===== src/rtl/vtep_pkg.sv =====
// ============================================================================
// vtep_pkg
// Types and constants shared by the text event parser modules.
// ============================================================================
`default_nettype none

package vtep_pkg;

   // Input beat: one text character or the end-of-message marker
   typedef struct packed {
      logic [7:0] character;
      logic       is_end;
   } req_type;

   // Result beat: one parsed event
   typedef struct packed {
      logic        status;
      logic [7:0]  head;
      logic [8:0]  event_class;
      logic [7:0]  event_type;
      logic        is_level2;
      logic [3:0]  data_length;
      logic [63:0] data_bytes;
   } rsp_type;

   // Classified character, front to back
   typedef struct packed {
      logic       is_end;
      logic       is_comma;
      logic       is_x;       // lowercase x, hex prefix candidate
      logic       is_dec;     // 0..9
      logic       is_alpha;   // a..f or A..F
      logic       is_zero;    // the character 0
      logic [3:0] digit;      // digit value for is_dec or is_alpha
   } cls_type;

   // CSR indexes
   localparam logic CSR_GUID_HIGH = 1'b0;
   localparam logic CSR_GUID_LOW  = 1'b1;

   // Field numbers
   localparam logic [4:0] FIELD_HEAD     = 5'd0;
   localparam logic [4:0] FIELD_CLASS    = 5'd1;
   localparam logic [4:0] FIELD_TYPE     = 5'd2;
   localparam logic [4:0] FIELD_DATA0    = 5'd7;   // first field after the skipped ones
   localparam logic [4:0] FIELD_L2_DATA0 = 5'd23;  // first level 2 data field
   localparam logic [4:0] FIELD_LAST     = 5'd30;  // last numeric field
   localparam logic [4:0] FIELD_OVER     = 5'd31;  // field count overflow
   localparam logic [4:0] MIN_FIELDS     = 5'd7;

   localparam logic [13:0] VALUE_MAX   = 14'd1023;
   localparam logic [9:0]  BYTE_MAX    = 10'd255;
   localparam logic [9:0]  LEVEL2_BASE = 10'd512;

   localparam logic [1:0] CIF_MAX = 2'd3;

   function automatic logic is_numeric(input logic [4:0] f);
      is_numeric = (f <= FIELD_TYPE) || ((f >= FIELD_DATA0) && (f <= FIELD_LAST));
   endfunction

endpackage

`default_nettype wire


===== src/rtl/vtep_fifo.sv =====
// ============================================================================
// vtep_fifo
// Small register queue with push/full and pop/empty handshakes.
// ============================================================================
`default_nettype none

module vtep_fifo #(
   parameter int WIDTH = 8,
   parameter int DEPTH = 2
) (
   input  wire logic             clock,
   input  wire logic             reset,
   input  wire logic             push,
   output logic                  full,
   input  wire logic [WIDTH-1:0] wr_data,
   input  wire logic             pop,
   output logic                  empty,
   output logic      [WIDTH-1:0] rd_data
);

   localparam int AW = (DEPTH > 1) ? $clog2(DEPTH) : 1;
   localparam logic [AW-1:0] LAST_PTR = AW'(DEPTH - 1);
   localparam logic [AW:0]   FULL_CNT = (AW + 1)'(DEPTH);

   logic [WIDTH-1:0] mem_ff [DEPTH];
   logic [AW-1:0]    wr_ptr_ff, wr_ptr_in;
   logic [AW-1:0]    rd_ptr_ff, rd_ptr_in;
   logic [AW:0]      count_ff, count_in;
   logic             do_push, do_pop;

   assign full    = (count_ff == FULL_CNT);
   assign empty   = (count_ff == '0);
   assign rd_data = mem_ff[rd_ptr_ff];
   assign do_push = push && !full;
   assign do_pop  = pop && !empty;

   always_comb begin
      wr_ptr_in = wr_ptr_ff;
      rd_ptr_in = rd_ptr_ff;
      count_in  = count_ff;
      if (do_push) begin
         wr_ptr_in = (wr_ptr_ff == LAST_PTR) ? '0 : wr_ptr_ff + 1'b1;
      end
      if (do_pop) begin
         rd_ptr_in = (rd_ptr_ff == LAST_PTR) ? '0 : rd_ptr_ff + 1'b1;
      end
      if (do_push && !do_pop) begin
         count_in = count_ff + 1'b1;
      end else if (do_pop && !do_push) begin
         count_in = count_ff - 1'b1;
      end
   end

   always_ff @(posedge clock) begin
      if (reset) begin
         wr_ptr_ff <= '0;
         rd_ptr_ff <= '0;
         count_ff  <= '0;
      end else begin
         wr_ptr_ff <= wr_ptr_in;
         rd_ptr_ff <= rd_ptr_in;
         count_ff  <= count_in;
      end
   end

   always_ff @(posedge clock) begin
      if (do_push) begin
         mem_ff[wr_ptr_ff] <= wr_data;
      end
   end

endmodule

`default_nettype wire


===== src/rtl/vtep_front.sv =====
// ============================================================================
// vtep_front
// Accepts character beats, classifies them and queues them for the back end.
// ============================================================================
`default_nettype none

module vtep_front #(
   parameter int QUEUE_DEPTH = 2
) (
   input  wire logic              clock,
   input  wire logic              reset,
   input  wire logic              push,
   output logic                   full,
   input  wire vtep_pkg::req_type req_beat,
   input  wire logic              cmd_pop,
   output logic                   cmd_empty,
   output vtep_pkg::cls_type      cmd_beat
);

   import vtep_pkg::*;

   localparam int CW = $bits(cls_type);

   cls_type      cls;
   logic [7:0]   c;
   logic [7:0]   c_low;
   logic [CW-1:0] rd_vec;

   assign c     = req_beat.character;
   assign c_low = c | 8'h20;  // fold A..F onto a..f

   always_comb begin
      cls          = '0;
      cls.is_end   = req_beat.is_end;
      cls.is_comma = (c == 8'h2C);
      cls.is_x     = (c == 8'h78);
      cls.is_dec   = (c >= 8'h30) && (c <= 8'h39);
      cls.is_alpha = ((c >= 8'h41) && (c <= 8'h46)) || ((c >= 8'h61) && (c <= 8'h66));
      cls.is_zero  = (c == 8'h30);
      if (cls.is_dec) begin
         cls.digit = c[3:0];
      end else begin
         cls.digit = 4'(c_low - 8'h57);  // a -> 10
      end
   end

   vtep_fifo #(
      .WIDTH (CW),
      .DEPTH (QUEUE_DEPTH)
   ) u_cmd_queue (
      .clock   (clock),
      .reset   (reset),
      .push    (push),
      .full    (full),
      .wr_data (cls),
      .pop     (cmd_pop),
      .empty   (cmd_empty),
      .rd_data (rd_vec)
   );

   assign cmd_beat = cls_type'(rd_vec);

endmodule

`default_nettype wire


===== src/rtl/vtep_back.sv =====
// ============================================================================
// vtep_back
// Parser state: field tracking, number accumulation, checks and result build.
// ============================================================================
`default_nettype none

module vtep_back #(
   parameter int MAX_DATA_BYTES = 8
) (
   input  wire logic              clock,
   input  wire logic              reset,
   input  wire logic              csr_we,
   input  wire logic              csr_index,
   input  wire logic [63:0]       csr_wdata,
   input  wire logic              cmd_empty,
   input  wire vtep_pkg::cls_type cmd_beat,
   output logic                   cmd_pop,
   input  wire logic              rsp_full,
   output logic                   rsp_push,
   output vtep_pkg::rsp_type      rsp_beat
);

   import vtep_pkg::*;

   localparam int DATA_W = 8 * MAX_DATA_BYTES;
   localparam int CNT_W  = $clog2(MAX_DATA_BYTES + 1);
   localparam int PAD    = 64 - DATA_W;
   localparam logic [CNT_W-1:0] CNT_MAX = CNT_W'(MAX_DATA_BYTES);

   logic [63:0]       guid_high_ff, guid_low_ff;
   logic [4:0]        field_ff, field_in;
   logic [1:0]        cif_ff, cif_in;
   logic              hex_ff, hex_in;
   logic              fz_ff, fz_in;
   logic              seen_ff, seen_in;
   logic [9:0]        acc_ff, acc_in;
   logic              big_ff, big_in;
   logic              err_ff, err_in;
   logic              lvl2_ff, lvl2_in;
   logic [7:0]        head_ff, head_in;
   logic [8:0]        class_ff, class_in;
   logic [7:0]        type_ff, type_in;
   logic [DATA_W-1:0] data_ff, data_in;
   logic [CNT_W-1:0]  cnt_ff, cnt_in;

   // field close results
   logic              fin_err;
   logic              fin_lvl2;
   logic [7:0]        fin_head, fin_type, gbyte;
   logic [8:0]        fin_class;
   logic [DATA_W-1:0] fin_data;
   logic [CNT_W-1:0]  fin_cnt;
   logic [4:0]        fin_field;
   logic [3:0]        gidx;
   logic [127:0]      guid_all;
   logic              store;

   logic              numeric, digit_ok, do_finish, fail;
   logic [13:0]       next_val;
   logic [1:0]        cif_inc;

   assign guid_all = {guid_high_ff, guid_low_ff};
   assign gidx     = 4'(field_ff - FIELD_DATA0);
   assign numeric  = is_numeric(field_ff);
   assign cif_inc  = (cif_ff == CIF_MAX) ? CIF_MAX : cif_ff + 2'd1;

   always_comb begin
      gbyte = '0;
      for (int k = 0; k < 16; k++) begin
         if (gidx == 4'(k)) begin
            gbyte = guid_all[(15 - k) * 8 +: 8];
         end
      end
   end

   // close of the current field, as on a comma
   always_comb begin
      fin_err   = 1'b0;
      fin_lvl2  = lvl2_ff;
      fin_head  = head_ff;
      fin_class = class_ff;
      fin_type  = type_ff;
      fin_data  = data_ff;
      fin_cnt   = cnt_ff;
      store     = 1'b0;
      if (field_ff == FIELD_OVER) begin
         fin_err = 1'b1;
      end else if (numeric) begin
         if (!seen_ff) begin
            fin_err = 1'b1;
         end else begin
            case (field_ff)
               FIELD_HEAD: begin
                  if (big_ff || acc_ff > BYTE_MAX) fin_err = 1'b1;
                  else fin_head = acc_ff[7:0];
               end
               FIELD_CLASS: begin
                  if (big_ff) begin
                     fin_err = 1'b1;
                  end else begin
                     // below 1024, so dropping bit 9 removes the 512
                     fin_class = acc_ff[8:0];
                     fin_lvl2  = (acc_ff >= LEVEL2_BASE);
                  end
               end
               FIELD_TYPE: begin
                  if (big_ff || acc_ff > BYTE_MAX) fin_err = 1'b1;
                  else fin_type = acc_ff[7:0];
               end
               default: begin
                  if (lvl2_ff && field_ff < FIELD_L2_DATA0) begin
                     if (big_ff || acc_ff != {2'b00, gbyte}) fin_err = 1'b1;
                  end else begin
                     store = 1'b1;
                  end
               end
            endcase
         end
      end
      if (store) begin
         if (acc_ff > BYTE_MAX || big_ff || cnt_ff >= CNT_MAX) begin
            fin_err = 1'b1;
         end else begin
            for (int i = 0; i < MAX_DATA_BYTES; i++) begin
               if (cnt_ff == CNT_W'(i)) begin
                  fin_data[(MAX_DATA_BYTES - 1 - i) * 8 +: 8] = acc_ff[7:0];
               end
            end
            fin_cnt = cnt_ff + 1'b1;
         end
      end
      fin_field = (field_ff == FIELD_OVER) ? FIELD_OVER : field_ff + 5'd1;
   end

   // digit accumulate
   assign digit_ok = cmd_beat.is_dec || (hex_ff && cmd_beat.is_alpha);
   always_comb begin
      if (hex_ff) begin
         next_val = {acc_ff, 4'b0000} + 14'(cmd_beat.digit);
      end else begin
         next_val = {1'b0, acc_ff, 3'b000} + {3'b000, acc_ff, 1'b0} + 14'(cmd_beat.digit);
      end
   end

   // an end beat waits for room in the result queue
   assign cmd_pop   = !cmd_empty && (!cmd_beat.is_end || !rsp_full);
   assign rsp_push  = cmd_pop && cmd_beat.is_end;
   assign do_finish = !err_ff && (cif_ff != 2'd0);

   always_comb begin
      if (do_finish) begin
         fail = fin_err || (fin_field < MIN_FIELDS);
      end else begin
         fail = err_ff || (field_ff < MIN_FIELDS);
      end
      rsp_beat = '0;
      rsp_beat.status = fail;
      if (!fail) begin
         rsp_beat.head        = do_finish ? fin_head  : head_ff;
         rsp_beat.event_class = do_finish ? fin_class : class_ff;
         rsp_beat.event_type  = do_finish ? fin_type  : type_ff;
         rsp_beat.is_level2   = do_finish ? fin_lvl2  : lvl2_ff;
         rsp_beat.data_length = 4'(do_finish ? fin_cnt : cnt_ff);
         rsp_beat.data_bytes  = 64'(do_finish ? fin_data : data_ff) << PAD;
      end
   end

   always_comb begin
      field_in = field_ff;
      cif_in   = cif_ff;
      hex_in   = hex_ff;
      fz_in    = fz_ff;
      seen_in  = seen_ff;
      acc_in   = acc_ff;
      big_in   = big_ff;
      err_in   = err_ff;
      lvl2_in  = lvl2_ff;
      head_in  = head_ff;
      class_in = class_ff;
      type_in  = type_ff;
      data_in  = data_ff;
      cnt_in   = cnt_ff;
      if (cmd_pop) begin
         if (cmd_beat.is_end) begin
            field_in = '0;
            cif_in   = '0;
            hex_in   = 1'b0;
            fz_in    = 1'b0;
            seen_in  = 1'b0;
            acc_in   = '0;
            big_in   = 1'b0;
            err_in   = 1'b0;
            lvl2_in  = 1'b0;
            head_in  = '0;
            class_in = '0;
            type_in  = '0;
            data_in  = '0;
            cnt_in   = '0;
         end else if (!err_ff) begin
            if (cmd_beat.is_comma) begin
               err_in   = fin_err;
               lvl2_in  = fin_lvl2;
               head_in  = fin_head;
               class_in = fin_class;
               type_in  = fin_type;
               data_in  = fin_data;
               cnt_in   = fin_cnt;
               field_in = fin_field;
               cif_in   = '0;
               hex_in   = 1'b0;
               fz_in    = 1'b0;
               seen_in  = 1'b0;
               acc_in   = '0;
               big_in   = 1'b0;
            end else if (!numeric) begin
               cif_in = cif_inc;
            end else if (cif_ff == 2'd1 && fz_ff && !hex_ff && cmd_beat.is_x) begin
               // 0x prefix
               hex_in  = 1'b1;
               seen_in = 1'b0;
               acc_in  = '0;
               cif_in  = 2'd2;
            end else if (digit_ok) begin
               if (cif_ff == 2'd0) fz_in = cmd_beat.is_zero;
               cif_in  = cif_inc;
               seen_in = 1'b1;
               if (!big_ff) begin
                  if (next_val > VALUE_MAX) big_in = 1'b1;
                  else acc_in = next_val[9:0];
               end
            end else begin
               err_in = 1'b1;
            end
         end
      end
   end

   always_ff @(posedge clock) begin
      if (reset) begin
         guid_high_ff <= '0;
         guid_low_ff  <= '0;
      end else if (csr_we) begin
         case (csr_index)
            CSR_GUID_HIGH: guid_high_ff <= csr_wdata;
            CSR_GUID_LOW:  guid_low_ff  <= csr_wdata;
            default: ;
         endcase
      end
   end

   always_ff @(posedge clock) begin
      if (reset) begin
         field_ff <= '0;
         cif_ff   <= '0;
         hex_ff   <= 1'b0;
         fz_ff    <= 1'b0;
         seen_ff  <= 1'b0;
         acc_ff   <= '0;
         big_ff   <= 1'b0;
         err_ff   <= 1'b0;
         lvl2_ff  <= 1'b0;
         head_ff  <= '0;
         class_ff <= '0;
         type_ff  <= '0;
         data_ff  <= '0;
         cnt_ff   <= '0;
      end else begin
         field_ff <= field_in;
         cif_ff   <= cif_in;
         hex_ff   <= hex_in;
         fz_ff    <= fz_in;
         seen_ff  <= seen_in;
         acc_ff   <= acc_in;
         big_ff   <= big_in;
         err_ff   <= err_in;
         lvl2_ff  <= lvl2_in;
         head_ff  <= head_in;
         class_ff <= class_in;
         type_ff  <= type_in;
         data_ff  <= data_in;
         cnt_ff   <= cnt_in;
      end
   end

endmodule

`default_nettype wire


===== src/rtl/vscp_text_event_parser.sv =====
// ============================================================================
// vscp_text_event_parser
// Parses a comma-separated text event, one character beat at a time.
// ============================================================================
// Push one character per beat, then a beat with is_end set; that end beat
// yields exactly one result beat, other beats yield none. Fields 0..2 (head,
// class, type) and 7 onward are unsigned decimal or lowercase-0x hex numbers;
// fields 3..6 are skipped. A class of 512..1023 means level 2: class is
// reported minus 512, fields 7..22 must match the GUID written through the
// CSR port (index 0 = bytes 0..7, index 1 = bytes 8..15, byte 0 in the top
// bits), and data starts at field 23; at level 1 data starts at field 7.
// Any bad character, GUID mismatch, empty numeric field, value too wide,
// extra data byte or fewer than 7 fields sets status and zeroes every other
// result field. Throughput is one beat per clock: the front classifies and
// queues each character, the back updates the parser state once per beat.
// An end beat stalls in the back only while the result queue is full. The
// result of an end beat passes through the character queue, then the result
// queue. Write CSRs only while the block is idle.
// ============================================================================
`default_nettype none

module vscp_text_event_parser #(
   parameter int MAX_DATA_BYTES = 8,   // data bytes kept per event, 1..8
   parameter int QUEUE_DEPTH    = 2    // depth of the internal queues, >= 2
) (
   input  wire logic              clock,
   input  wire logic              reset,
   // character beats
   input  wire logic              push,
   output logic                   full,
   input  wire vtep_pkg::req_type req_beat,
   // result beats
   output logic                   empty,
   input  wire logic              pop,
   output vtep_pkg::rsp_type      rsp_beat,
   // CSR write port
   input  wire logic              csr_we,
   input  wire logic              csr_index,
   input  wire logic [63:0]       csr_wdata
);

   import vtep_pkg::*;

   localparam int RW = $bits(rsp_type);

   cls_type       cmd_beat;
   logic          cmd_empty, cmd_pop;
   logic          rsp_push, rsp_full;
   rsp_type       rsp_wr;
   logic [RW-1:0] rsp_vec;

   // front: classify and queue characters
   vtep_front #(
      .QUEUE_DEPTH (QUEUE_DEPTH)
   ) u_front (
      .clock     (clock),
      .reset     (reset),
      .push      (push),
      .full      (full),
      .req_beat  (req_beat),
      .cmd_pop   (cmd_pop),
      .cmd_empty (cmd_empty),
      .cmd_beat  (cmd_beat)
   );

   // back: parser state and result build
   vtep_back #(
      .MAX_DATA_BYTES (MAX_DATA_BYTES)
   ) u_back (
      .clock     (clock),
      .reset     (reset),
      .csr_we    (csr_we),
      .csr_index (csr_index),
      .csr_wdata (csr_wdata),
      .cmd_empty (cmd_empty),
      .cmd_beat  (cmd_beat),
      .cmd_pop   (cmd_pop),
      .rsp_full  (rsp_full),
      .rsp_push  (rsp_push),
      .rsp_beat  (rsp_wr)
   );

   // result queue decouples the back from the consumer
   vtep_fifo #(
      .WIDTH (RW),
      .DEPTH (QUEUE_DEPTH)
   ) u_rsp_queue (
      .clock   (clock),
      .reset   (reset),
      .push    (rsp_push),
      .full    (rsp_full),
      .wr_data (rsp_wr),
      .pop     (pop),
      .empty   (empty),
      .rd_data (rsp_vec)
   );

   assign rsp_beat = rsp_type'(rsp_vec);

endmodule

`default_nettype wire

===== config.mk =====
export PLATFORM = sky130hd
export DESIGN_NAME = vscp_text_event_parser
export DESIGN_NICKNAME = d
export VERILOG_FILES = /design/src/rtl/vtep_pkg.sv /design/src/rtl/vtep_fifo.sv /design/src/rtl/vtep_front.sv /design/src/rtl/vtep_back.sv /design/src/rtl/vscp_text_event_parser.sv
export SDC_FILE = /design/constraint.sdc
export NUM_CORES = 1
export LEC_CHECK = 0
export CORE_ASPECT_RATIO = 1.25
export CORE_MARGIN = 4
export CORE_UTILIZATION = 58
export DETAILED_ROUTE_END_ITERATION = 6
export DONT_BUFFER_PORTS = 1
export PLACE_DENSITY = 0.8
export SKIP_CTS_REPAIR_TIMING = 1
export SLEW_MARGIN = 20
export SYNTH_ARGS = -nofsm -noshare
export SYNTH_HDL_FRONTEND = slang
export SYNTH_SLANG_ARGS = --single-unit

===== constraint.sdc =====
create_clock -name clock -period 8.9 [get_ports clock]
set_clock_uncertainty 0.1 [all_clocks]
set_input_delay 0.445 -clock clock [delete_from_list [all_inputs] [get_ports clock]]
set_output_delay 0.445 -clock clock [all_outputs]
set_load 0.02 [all_outputs]

# Word level (Yosys, flattened, before mapping)
# Memory sizes are Yosys's and may differ from the RTL's. A register that Yosys moved wholly into a read port is not among the register bits.
# Index checks and enable logic that the tools add are counted.
# classes
n_addsub	16
magnitude_cmp	16
eq_ne	38
mux	158
n_bitwise	1
reduce_logical	66
# ops
cell	n
$mux 64	6
$mux 8	42
$mux 94	1
$mux 9	9
$mux 10	8
$mux 1	68
$eq 4x3->1 const B	8
$eq 4x4->1 const B	8
$add 14x4->14	2
$mux 4	7
$mux 2	11
$logic_and 1x1->1	20
$mux 5	4
$eq 4x2->1 const B	4
$eq 8x6->1 const B	2
$ge 8x7->1 const B	2
$le 8x7->1 const B	2
$add 13x11->14	1
$gt 14x10->1 const B	1
$mux 14	1
$reduce_and 6->1	2
$reduce_bool 3->1	4
$logic_not 1->1	11
$ge 10x10->1 const B	1
other kinds (42)	70
# word_totals
ff_bits	252
ramBits	210
output_inout_bits	97
mem_count	2
# mem_list
name	words	width	rd	rd_ports_with_merged_regs	write_ports	line_no	rtl
u_rsp_queue.mem_ff	2	95	1	1	1	vtep_fifo.sv:25	logic [WIDTH-1:0] mem_ff [DEPTH];
u_front.u_cmd_queue.mem_ff	2	10	1	1	1	vtep_fifo.sv:25	

# Logic depth before layout (Yosys ltp)
# logic_depth
ltp_word	31
depth_mapped	17
mapped_depth_nobuf	15

# Cells and area by module
# A second synthesis with hierarchy kept.
# hier_totals
cells_unflattened	2136
hier_area_um2	21450.6
# modules_own_cells
module	instances	cells_each	area_each_um2	seq_area_each_um2
vtep_back	1	1732	12944.9	4884.7
vtep_fifo (u_rsp_queue)	1	321	7327.0	5805.6
vtep_fifo (u_front.u_cmd_queue)	1	56	935.9	700.7
vtep_front	1	27	242.7	0.0

# Least setup slack after synthesis
# Ideal clock, no wire load.
# synth_path
path_type	flip-flop to flip-flop
start	register with a tool-made name
end	memory u_rsp_queue.mem_ff[0][0] in the netlist's numbering, enable pin
setup_ns	0.665
arrival_time_ns	7.836
t_required_ns	8.135
path_slack_ns	0.299
stages_incl_launch_ff	5
n_path_buf	0
synth_period_minus_slack_ns	8.601
cell_sequence	dfxtp_1 -> mux2_2 -> a31oi_1 -> inv_1 -> nor3_1
# synth_lines
item	line_no
end, declared	vtep_fifo.sv:25

==> impl_metrics.ini <==
[worst_setup_path]
worstPathMaxFanout = 80
crit_type = flop to flop
crit_arrival_ns = 6.12
slowest_delay_ns = 0.85
worstReg2RegEnd = u_rsp_queue.mem_ff[0][49]$_DFFE_PP_
r2r_cells = 12
reg2reg_from = u_back.field_ff[0]$_SDFFE_PP0P_
crit_chain = ha_1, nor2b_1, a32oi_4, o32ai_1, a2111oi_0, o31ai_1, o211ai_1, nor4_1, nand4_1, a211o_4, buf_4, nor2_1
crit_path_end_kind = flop
slowest_stage = a32oi_4
r2r_slack_ns = 2.92
cp.required_ns = 9.04
crit_path_start_kind = flop

[layout]
design_area_um2 = 24100
multi_input_area_um2 = 9640
stdcell_count = 2670
final_cell_mix = nand2_1 (342), dfxtp_1 (253), edfxtp_1 (210), a21oi_1 (197), nor2_1 (193)
ff_latch_area_um2 = 11400
layout_commonest_cell = nand2_1
drive_gt1_share_pct = 10.9
fin_util_pct = 64.8
nNetsFinal = 2269
nFillCells = 2921
areaGrowthSynthToFinish_pct = 10.5

[power_and_ir_drop]
peakVddDrop_v = 0.000174
power_mw = 6.15
power.density_nw_per_um2 = 255
p_leak_nw = 8.68

[synth]
synth_cells = 2158
ys_types = 88
yosys-top-cells-area = edfxtp_1 (29%), dfxtp_1 (23%), nand2_1 (5.9%), mux2_2 (5.4%), a21oi_1 (4.5%)
synth_ff_type = dfxtp_1
synth_area_um2 = 21800
synth-edff-count = 210
syn_nets = 2277
post-synth-top-area-fraction_pct = 28.9
synthArstFlopShare_pct = 0
synth-seq-area-share_pct = 52.3
yosys_warnings = 0
avgSynthCellArea_um2 = 10.1
ys_ff_latch = 464
synth_top_cell_by_area = edfxtp_1

[place]
dp_hpwl_um = 41000
place_congestion = 1.07
dp_cells = 2522
dp_slack_ns = 3.11
placed_cell_area_um2 = 22000
numPortBuffers = 0

[timing]
tightest_slew_ns = 1.10
rsz0062_at_grt = no
finalCriticalPeriod_ns = 5.98
hold_violations = 0
tns_ns = 0
slew_viol_final = 0
setup_viol = 0
post-route-period-util_pct = 67.2
hold-worst-slack_ns = 0.0253
fmax_ghz = 0.167
relSlewSlack_pct = 26.4
setup_ws_ns = 2.92

[clocking]
cts_tree = done
cts.sinks = 464
cts_buffers = 43
root_buffer = clkbuf_16
clk_latency_ns = 0.56
cts.reportedPaths.clkPinSlew_ns = 0.06
cts_max_level = 2
cts.path.max_buffers = 3

[floorplanning]
num_rows = 79
coreArea_um2 = 37200
die_height_um = 225
die-width_um = 181
die_area_um2 = 40700
start_util_pct = 58.6
ios = 176

[route]
drt_pass1_iterations = 5
drt_wl_total_um = 62300
vias = 17128
drcViolationCount = 0
drt-initial-drc-count = 1902
wl_per_cell_um = 23.3
ant_nets = 0
viasPerCell = 6.41

[hold_path]
min_to = u_front.u_cmd_queue.mem_ff[1][7]$_DFFE_PP_
whs_path_depth = 1
hold_path.class = input pin to flop
hp-start = req_beat[3]

[run_status]
status = finished clean

[global_route]
grt_max_degree = 158
grt_usage_pct = 29.2
grt_pass1_wl_um = 95000
grt_pass1_vias = 16593
grt_remaining_overflow = 0
antenna_found_initial = 2

[run]
maxCapViolations = 0
## worst max-delay path, delay by kind of cell, from the launching register on
kind | cells | cell delay [ns]
DFF | 1 | 0.65
AOI/OAI and AO/OA | 6 | 2.46
adders and majority gates | 1 | 0.78
buffers and inverters | 1 | 0.79
and+or+nand+nor | 4 | 0.75
## synth_stat cells (6+ instances only)
| library cell | instances |
|---|---|
| nand2_1 | 343 |
| dfxtp_1 | 254 |
| edfxtp_1 | 210 |
| a21oi_1 | 197 |
| nor2_1 | 193 |
| mux2_2 | 105 |
| clkbuf_1 | 98 |
| mux2i_1 | 98 |
| a22o_1 | 92 |
| o21ai_0 | 58 |
| ha_1 | 38 |
| inv_1 | 32 |
| nand3_1 | 31 |
| nor3_1 | 28 |
| nand2b_1 | 22 |
| buf_1 | 20 |
| a31oi_1 | 19 |
| buf_2 | 18 |
| nor2b_1 | 17 |
| a211oi_1 | 15 |
| o22ai_1 | 15 |
| o21a_1 | 13 |
| a221oi_1 | 12 |
| o211ai_1 | 12 |
| or3_1 | 10 |
| nor2_4 | 9 |
| nor3b_1 | 9 |
| o21ai_1 | 9 |
| xor2_1 | 9 |
| and3_1 | 8 |
| buf_6 | 8 |
| nand4_1 | 8 |
| o31a_1 | 8 |
| xnor2_1 | 7 |
| a2111oi_0 | 6 |
| and2_1 | 6 |
| nand3b_1 | 6 |
| or2_2 | 6 |
## cells by family after synthesis
kind of cell,after synthesis,synth area share [%]
simple gates,716,14.5
compound gates,537,16.6
flops,464,52.3
mux,203,9.93
buf+inv,182,3.64
fa+ha+maj,40,2.37
xor+xnor,16,0.643
## power breakdown
group,switching [mW],internal [mW]
logic,1.13,0.529
registers,0.147,2.51
clock network,0.798,1.03
## worst max path at each step
stage | from | to | slack, ns | cells after the start
after floorplan | flop | u_rsp_queue.mem_ff[0][0]$_DFFE_PP_ | 0.30 | 4
after global placement | u_back.field_ff[0]$_SDFFE_PP0P_ | u_rsp_queue.mem_ff[0][73]$_DFFE_PP_ | 3.30 | 12
after detailed placement | u_back.field_ff[0]$_SDFFE_PP0P_ | u_rsp_queue.mem_ff[0][58]$_DFFE_PP_ | 3.11 | 12
after CTS | u_back.field_ff[0]$_SDFFE_PP0P_ | u_rsp_queue.mem_ff[1][49]$_DFFE_PP_ | 3.07 | 12
after global routing | u_back.field_ff[0]$_SDFFE_PP0P_ | u_rsp_queue.mem_ff[1][49]$_DFFE_PP_ | 2.63 | 12
final | u_back.field_ff[0]$_SDFFE_PP0P_ | u_rsp_queue.mem_ff[0][49]$_DFFE_PP_ | 2.92 | 12
## cell type report
type | count | area share, %
clock buffer | 56 | 4.92
timing repair buffer | 96 | 3.78
antenna | 1 | 0.0104
multi-input combinational | 1512 | 40.0
tap | 486 | 2.53
inverter | 33 | 0.514
sequential | 464 | 47.3
clock inverter | 22 | 0.888
## metal layers
metal / GRT usage [%] / part of all wire, %
met1: 34.0 / 37
met4: 15.9 / 6.1
met3: 5.53 / 6.7
met2: 51.0 / 50
met5: 0 / 0.019
## state kept, by name, summed over array words and instances (netlist names), 4 cells and up, named ones only
register and flops:
u_back.type_ff 8, u_back.cnt_ff 4, u_back.field_ff 5, u_back.head_ff 8
u_back.guid_low_ff 64, u_front.u_cmd_queue.mem_ff 20, u_back.guid_high_ff 64, u_back.data_ff 64
u_back.acc_ff 10, u_rsp_queue.mem_ff 190, u_back.class_ff 9
(Power assumes the default switching activity.)
